## config.mk

```make
export PLATFORM = sky130hd
export DESIGN_NAME = npw_ctrl
export DESIGN_NICKNAME = d
export VERILOG_FILES = /design/src/rtl/core/npw_pkg.sv /design/src/rtl/core/npw_ctrl.sv
export SDC_FILE = /design/constraint.sdc
export NUM_CORES = 1
export LEC_CHECK = 0
export ABC_AREA = 1
export BUFFER_PORTS_ARGS = -buffer_cell sky130_fd_sc_hd__buf_2
export CORE_AREA = 2 2 39 41
export DETAILED_ROUTE_END_ITERATION = 8
export DIE_AREA = 0 0 41 43
export SLEW_MARGIN = 20
export SYNTH_ARGS = -nofsm -noshare
export SYNTH_HDL_FRONTEND = slang
export SYNTH_SLANG_ARGS = --single-unit
```

## constraint.sdc

```tcl
create_clock -name clk -period 1.1 [get_ports clk]
set_input_delay 0.055 -clock clk [delete_from_list [all_inputs] [get_ports clk]]
set_output_delay 0.055 -clock clk [all_outputs]
set_load 0.005 [all_outputs]
```

## src/rtl/core/npw_pkg.sv

```systemverilog
// Shared types and constants for the nearest-peak window map.
// No dependencies; imported by npw_ctrl, npw_dp and the top module of the block.
`default_nettype none

package npw_pkg;

	// Grid geometry
	localparam int GRID_W_LG = 8;
	localparam int GRID_H_LG = 8;
	localparam int ADDR_W    = GRID_W_LG + GRID_H_LG;
	localparam int CELLS     = 1 << ADDR_W;

	// Field widths
	localparam int POS_W   = 8;
	localparam int LABEL_W = 13;
	localparam int OFS_W   = 10;
	localparam int CFG_W   = 9;
	localparam int SHIFT_W = 4;
	localparam int OP_W    = 2;
	localparam int IDX_W   = 2;
	localparam int WON_W   = 10;
	localparam int TOTAL_W = 24;
	localparam int CELL_W  = LABEL_W + 2 * OFS_W;

	// Internal arithmetic widths
	localparam int CRD_W   = 10;  // signed cell coordinate
	localparam int DELTA_W = 5;   // signed window offset, -15..15
	localparam int HALF_W  = 4;   // window half size, 2..15
	localparam int WD2_W   = 10;  // window squared distance
	localparam int SQ_W    = 21;  // stored squared distance

	localparam logic [CFG_W-1:0]   GRID_WIDTH  = CFG_W'(1 << GRID_W_LG);
	localparam logic [CFG_W-1:0]   GRID_HEIGHT = CFG_W'(1 << GRID_H_LG);
	localparam logic [SHIFT_W-1:0] MAX_SHIFT   = SHIFT_W'(13);
	localparam logic [WON_W-1:0]   MAX_WON     = WON_W'(961);
	localparam logic [TOTAL_W-1:0] TOTAL_MAX   = '1;

	// Register reset values
	localparam logic [CFG_W-1:0]   WIDTH_RST  = CFG_W'(256);
	localparam logic [CFG_W-1:0]   HEIGHT_RST = CFG_W'(256);
	localparam logic [SHIFT_W-1:0] SHIFT_RST  = SHIFT_W'(2);

	// Operation codes
	localparam logic [OP_W-1:0] OP_CLEAR = 2'd0;
	localparam logic [OP_W-1:0] OP_PLACE = 2'd1;
	localparam logic [OP_W-1:0] OP_READ  = 2'd2;

	// Register indexes
	localparam logic [IDX_W-1:0] REG_IMAGE_WIDTH  = 2'd0;
	localparam logic [IDX_W-1:0] REG_IMAGE_HEIGHT = 2'd1;
	localparam logic [IDX_W-1:0] REG_WINDOW_SHIFT = 2'd2;

	// Controller to datapath
	typedef struct packed {
		logic accept;   // latch a new item
		logic clr_wr;   // write one cell of the clearing sweep
		logic issue;    // issue the next window cell
		logic rd_cell;  // read the cell of a read item
		logic load;     // move the result into the output register
	} ctrl_cmd_t;

	// Datapath to controller
	typedef struct packed {
		logic clr_done;   // sweep is at the last cell
		logic last_cell;  // window counters at the last cell
		logic pipe_busy;  // place pipeline still holds cells
		logic out_free;   // output register can take a result
	} dp_stat_t;

endpackage

`default_nettype wire

```

## src/rtl/core/npw_ctrl.sv

```systemverilog
// Controller state machine for the nearest-peak window map.
// Depends on npw_pkg; drives the datapath in npw_dp.
`default_nettype none

module npw_ctrl (
	input  wire logic                           clk,
	input  wire logic                           arst_n,
	input  wire logic                           in_valid,
	input  wire logic [npw_pkg::OP_W-1:0]       operation,
	output logic                                in_ready,
	input  wire npw_pkg::dp_stat_t              stat,
	output npw_pkg::ctrl_cmd_t                  cmd
);

	import npw_pkg::*;

	localparam logic [2:0] ST_INIT  = 3'd0;
	localparam logic [2:0] ST_IDLE  = 3'd1;
	localparam logic [2:0] ST_CLEAR = 3'd2;
	localparam logic [2:0] ST_PLACE = 3'd3;
	localparam logic [2:0] ST_DRAIN = 3'd4;
	localparam logic [2:0] ST_READ  = 3'd5;
	localparam logic [2:0] ST_FIN   = 3'd6;

	logic [2:0] state_q;
	logic [2:0] state_d;
	logic       accept;

	assign in_ready = (state_q == ST_IDLE);
	assign accept   = in_valid && in_ready;

	// Commands
	always_comb begin
		cmd         = '0;
		cmd.accept  = accept;
		cmd.clr_wr  = (state_q == ST_INIT) || (state_q == ST_CLEAR);
		cmd.issue   = (state_q == ST_PLACE);
		cmd.rd_cell = (state_q == ST_READ);
		cmd.load    = (state_q == ST_FIN) && stat.out_free;
	end

	// Next state
	always_comb begin
		state_d = state_q;
		case (state_q)
			ST_INIT: begin
				if (stat.clr_done) state_d = ST_IDLE;
			end
			ST_IDLE: begin
				if (accept) begin
					case (operation)
						OP_CLEAR: state_d = ST_CLEAR;
						OP_PLACE: state_d = ST_PLACE;
						OP_READ:  state_d = ST_READ;
						default:  state_d = ST_FIN;
					endcase
				end
			end
			ST_CLEAR: begin
				if (stat.clr_done) state_d = ST_FIN;
			end
			ST_PLACE: begin
				if (stat.last_cell) state_d = ST_DRAIN;
			end
			ST_DRAIN: begin
				if (!stat.pipe_busy) state_d = ST_FIN;
			end
			ST_READ: begin
				state_d = ST_FIN;
			end
			ST_FIN: begin
				if (stat.out_free) state_d = ST_IDLE;
			end
			default: begin
				state_d = ST_IDLE;
			end
		endcase
	end

	// State register; reset starts the clearing sweep
	always_ff @(posedge clk or negedge arst_n) begin
		if (!arst_n) begin
			state_q <= ST_INIT;
		end else begin
			state_q <= state_d;
		end
	end

`ifndef SYNTH
	a_one_item: assert property (@(posedge clk) disable iff (!arst_n)
		accept |=> !in_ready)
		else $error("second item taken while busy");
	a_fin_drained: assert property (@(posedge clk) disable iff (!arst_n)
		(state_q == ST_FIN) |-> !stat.pipe_busy)
		else $error("result finished with cells still in flight");
	a_drain_exit: assert property (@(posedge clk) disable iff (!arst_n)
		(state_q == ST_DRAIN) |=> (state_q == ST_DRAIN || state_q == ST_FIN))
		else $error("drain left to a wrong state");
`endif

endmodule

`default_nettype wire

```

==> impl_metrics.yaml, run 1 <==
global_route:
  top_usage_layer: "met2"
  grt_max_degree: 6
  antenna_found_initial: 0
  met3_usage_pct: 3.14
  grt_overflow: 0
  grt_pass1_wl_um: 1480
  use_met1_pct: 12.7
  grt_usage_pct: 13.0
  grt_pass1_vias: 388
  use_met2_pct: 21.6
clocking:
  clock_path_buffers: 2
  clk-insertion-delay-late_ns: 0.24
  clock-sinks: 3
  cts_made_buffers: 3
  cts_tree: "done"
  cts_root_buf: "clkbuf_4"
  cts.clk_slew.worst_paths_ns: 0.04
  htree_levels: 1
status:
  violations: "setup timing"
  status: "finished, violations left"
worst_setup_path:
  required_ns: 1.04
  cp_max_fo: 5
  crit_chain: "inv_4, nand3_4, buf_6, nor2_2, buf_2"
  arrival_ns: 1.14
  cp-end-kind: "output port"
  setup.reg_to_reg.worst_slack_ns: -0.08
  start_kind: "flop"
  slowest_stage: "dfrtp_2"
  crit_type: "flop to output port"
  slowest_delay_ns: 0.43
yosys:
  yosysSeqAreaShare_pct: 20.5
  ys_seq_elements: 3
  yosys_warnings: 0
  synth_nets: 70
  syn_inst: 58
  avgSynthCellArea_um2: 6.32
  synth_cell_types: 16
  yosysTopAreaCell: "dfrtp_1"
  netlist_area_um2: 367
  synth_top_area_share_pct: 20.5
  synth_area_leaders: "dfrtp_1, nand2_1, inv_1"
placed_design:
  pre_cts_slack_ns: -0.0984
  routabilityCongestion: 0.785
  port_buffers: 14
  dp_hpwl_um: 568
finish:
  num-nets-final: 101
  n_antenna_cell: 0
  n_fill_cell: 151
  largest_reg_flops: 3
  final_cell_mix: "buf_2, nand2_1, buf_4, inv_1, nor2_1"
  largestRegisters: "state_q (3)"
  regMostFlops: "state_q"
  drive_above_1_share_pct: 59.1
  syn_to_final_growth_pct: 74.7
  layout_commonest_cell: "buf_2"
timing:
  hold_viol: 0
  setup_slack_ns: -0.0981
  drv_slew: 0
  period_needed_ns: 1.20
  period_share_pct: 109
  setup_viol: 8
  skew_ns: 0.000521
  whs_ns: 0.147
  fmax_mhz: 835
  worst_pin_slew_ns: 0.197
  setup-tns-final_ns: -0.481
  rsz0062_at_grt: "yes"
  slew-limit-headroom_pct: 86.8
pwr:
  p_per_area_mw_per_mm2: 2760
  ir_worst_vdd_mv: 0.777
  leakage_uw: 0.000364
detailed_routing:
  avgViaCountPerCell: 4.17
  routedWlPerCell_um: 8.74
  antenna_left: 0
  first_iter_violations: 1
  wl_um: 909
  drc: 0
  dr_total_vias: 434
  drtPass1Iterations: 4
floorplanning:
  core_area_mm2: 0.00138
  die_y_um: 43
  die_x_um: 41
  initial_core_util_pct: 26.5
  num_rows: 14
  die-area_mm2: 0.00176
  ios: 15
worst_hold_path:
  hold_path_class: "input port to async pin"
job:
  cap_violations: 0
-- cell usage after synthesis --
cell / instances
nor2_1: 8
nand2_2: 2
inv_1: 11
nor3_1: 1
xnor2_1: 1
inv_2: 1
nor2_2: 3
nand3_2: 1
buf_4: 1
nand2_1: 14
o21ai_0: 1
dfrtp_1: 3
buf_6: 1
ha_1: 3
nand3_1: 5
nor2_4: 2
-- power by group --
part,total [uW],switching [uW],internal (uW)
sequential,276,90.4,186
clock,197,61.1,136
combinational,1290,640,653
total,1770,791,975
-- worst max-delay path: cells and delay by family, from the launching register on --
kind | cells | cell delay (ns)
flops | 1 | 0.43
buf+inv | 3 | 0.33
simple gates | 2 | 0.15
-- layer usage --
metal	vias up	share of wire (%)
li1	229	-
met1	187	32
met2	16	61
met3	2	4.8
met4	0	2.0
met5	-	0
-- area by class of cell --
class / count / area, um^2 / share of cell area (%)
Tap cell: 16 / 20.0 / 3.13
Sequential cell: 3 / 78.8 / 12.3
Inverter: 12 / 47.5 / 7.42
Timing Repair Buffer: 28 / 193 / 30.1
Multi-Input combinational cell: 41 / 275 / 43.0
Clock buffer: 4 / 26.3 / 4.10
-- cells by family after synthesis --
kind of cell	after synthesis	synth area share [%]
AOI/OAI and AO/OA	1	1.36
xor gates and xnor gates	1	2.39
adders and majority gates	3	10.2
buffers and inverters	14	17.4
DFF	3	20.5
and+or+nand+nor	36	48.1
-- path summary, 6_finish.rpt --
check,start,endpoint,depth (start not counted)
worst min-delay path,arst_n,state_q[2],2
worst max register to register,state_q[2],state_q[1],9
max in group asynchronous,arst_n,state_q[1],2
worst max-delay path,state_q[2],cmd[4],5
worst min register to register,state_q[0],state_q[0],3
min in group clk,stat[2],state_q[2],5
-- per-stage QoR --
stage / cell area (um^2) / util (%) / std cells / total power [uW]
after floorplan: 367 / - / 58 / 850
after global placement: 460 / 33.3 / 89 / 1050
after detailed placement: 460 / 33.3 / 89 / 1040
after CTS: 612 / 44.2 / 104 / 1640
after global routing: 641 / 46.3 / 104 / 1930
final: 641 / 46.3 / 104 / 1770
-- what timing repair did --
action	in CTS	in global routing
pin swaps	1	2
resized for setup	14	8
hold buffers	1	0
setup endpoints to repair	8	9
buffers inserted	10	0
hold endpoints to repair	3	0
Note: power is estimated with default switching activity, not from simulation.
==> run 2, diff against run 1 <==
--- a/config.mk
+++ b/config.mk
@@ -5,7 +5,7 @@
 export SDC_FILE = /design/constraint.sdc
 export NUM_CORES = 1
 export LEC_CHECK = 0
-export ABC_AREA = 1
+export ABC_AREA = 0
 export BUFFER_PORTS_ARGS = -buffer_cell sky130_fd_sc_hd__buf_2
 export CORE_AREA = 2 2 39 41
 export DETAILED_ROUTE_END_ITERATION = 8
==> impl_metrics.yaml, run 2 <==
status:
  status: "finished, violations left"
  violations: "setup timing"
floorplanning:
  die-area_mm2: 0.00176
  die_x_um: 41
  initial_core_util_pct: 22.7
  core_area_mm2: 0.00138
  ios: 15
  die_y_um: 43
  num_rows: 14
yosys:
  synth_edf_count: 0
  synth_xor_area_share_pct: 0
  synthAdderAreaFrac_pct: 12.0
  synth_mux_area_share_pct: 4.78
  ys_seq_elements: 3
  ys.flop_type: "dfrtp_1"
  synth_compound_area_share_pct: 24.3
  yosysSeqAreaShare_pct: 23.9
  yosys_warnings: 0
  synth_nets: 52
  netlist_area_um2: 314
  async_reset_ff_share_pct: 100
  synth_top_family_by_area: "compound AO/OA/AOI/OAI gates"
  synth-simple-area-share_pct: 22.3
  synth_top_area_share_pct: 23.9
  syn_inst: 40
  synth_common_cells: "nor2_1, inv_1, o21ai_1"
  avgSynthCellArea_um2: 7.85
  yosysTopAreaCell: "dfrtp_1"
  synth_area_leaders: "dfrtp_1, ha_1, nor2_1"
  synth.most_common_cell: "nor2_1"
  synth_cell_types: 21
detailed_routing:
  avgViaCountPerCell: 4.47
  wl_um: 881
  antenna_left: 0
  drtPass1Iterations: 4
  drc: 0
  dr_total_vias: 362
  first_iter_violations: 8
  routedWlPerCell_um: 10.9
timing:
  setup_slack_ns: -0.104
  skew_ns: 0.00124
  worst_pin_slew_ns: 0.219
  period_share_pct: 109
  setup-tns-final_ns: -0.593
  slew-limit-headroom_pct: 85.4
  period_needed_ns: 1.20
  drv_slew: 0
  setup_viol: 8
  fmax_mhz: 830
  rsz0062_at_grt: "yes"
  hold_viol: 0
finish:
  final_cell_mix: "buf_2, buf_4, nor2_1"
  drive_above_1_share_pct: 58.5
  syn_to_final_growth_pct: 66.9
  num-nets-final: 78
  layout_commonest_cell: "buf_2"
  n_antenna_cell: 0
  largestRegisters: "state_q (3)"
  largest_reg_flops: 3
  regMostFlops: "state_q"
  fin_util_pct: 37.9
clocking:
  cts_tree: "done"
  cts_made_buffers: 3
  clock_path_buffers: 2
  clk-insertion-delay-late_ns: 0.23
  clock-sinks: 3
  cts_root_buf: "clkbuf_4"
  htree_levels: 1
  cts.clk_slew.worst_paths_ns: 0.04
global_route:
  grt_pass1_vias: 318
  antenna_found_initial: 0
  grt_usage_pct: 10.8
  grt_max_degree: 9
  grt_overflow: 0
  grt_pass1_wl_um: 1280
placed_design:
  port_buffers: 14
  pre_cts_slack_ns: -0.0357
  routabilityCongestion: 0.770
  dp_hpwl_um: 567
job:
  cap_violations: 0
pwr:
  leakage_uw: 0.000276
  ir_worst_vdd_mv: 1.19
  p_per_area_mw_per_mm2: 2520
worst_setup_path:
  required_ns: 1.22
  setup.reg_to_reg.worst_slack_ns: -0.10
  r2r_end: "state_q[0]"
  arrival_ns: 1.33
  reg2reg_from: "state_q[0]"
  start_kind: "flop"
  cp_max_fo: 4
  cp-end-kind: "flop"
  r2r.worst_path.cells: 5
  crit_type: "flop to flop"
worst_hold_path:
  min_from: "stat[1]"
  worstHoldEndpoint: "state_q[1]"
  min_delay_path_depth: 3
  hold_path_class: "input port to flop"
[run 2: critical path: stages (launching register included)]
cell     delay, ns
dfrtp_1       0.42
buf_6         0.15
buf_4         0.14
o21ai_2       0.10
o21ai_1       0.07
a22o_1        0.20
[run 2: area by class of cell]
class / count / area, um^2
fill: 152 / 860
sequential: 3 / 77.6
tap: 16 / 20.0
inverter: 4 / 17.5
multi-input combinational: 29 / 224
clock buffer: 4 / 26.3
timing repair buffer: 25 / 159
[run 2: cells by family (layout without fill, tap and decap cells)]
| logic type | after synthesis | in the layout |
|---|---|---|
| adder cells (fa/ha/maj) | 3 | 3 |
| AND/OR/NAND/NOR | 14 | 14 |
| multiplexers | 1 | 1 |
| AO/OA/AOI/OAI | 11 | 11 |
| buffers and inverters | 8 | 33 |
| flip-flops | 3 | 3 |
[run 2: timing repair]
action                                  CTS  global route
buffers inserted                          8             0
gates resized for setup                   8             3
endpoints found under the setup margin    7             8
pin swaps                                 4             0
endpoints found under the hold margin     3             0
hold buffers                              1             0
[run 2: routing by layer]
metal / wire, um / part of all wire [%] / vias to the layer above / track usage [%]
met5: 0 / 0 / - / 0
met4: 0 / 0 / 0 / 2.00
met3: 74 / 8.4 / 0 / 6.28
met2: 428 / 49 / 14 / 16.3
met1: 378 / 43 / 164 / 13.2
li1: - / - / 184 / -
[run 2: worst max-delay path by stage]
stage / startpoint / to / slack, ns / cells past startpoint
after floorplan: state_q[0] / state_q[2] / 0.02 / 3
after global placement: state_q[0] / state_q[0] / 0.005 / 4
after detailed placement: state_q[0] / state_q[2] / -0.04 / 3
after CTS: state_q[0] / in_ready / -0.08 / 4
after global routing: state_q[0] / state_q[0] / -0.14 / 5
final: state_q[0] / state_q[0] / -0.10 / 5
[run 2: report_power, final]
| part | switching (uW) | internal [uW] |
|---|---|---|
| Combinational | 342 | 475 |
| Clock | 61.5 | 136 |
| Sequential | 129 | 176 |
| Total | 533 | 787 |
[run 2: stage by stage]
stage	area (um^2)	hold WS, ns	total power, uW	std cells
3_3_place_gp	394	-0.142	780	68
3_5_place_dp	394	-0.140	781	68
2_1_floorplan	314	-0.241	643	40
6_report	524	0.0893	1320	81
4_1_cts	515	0.0825	1290	81
5_1_grt	524	0.102	1430	81
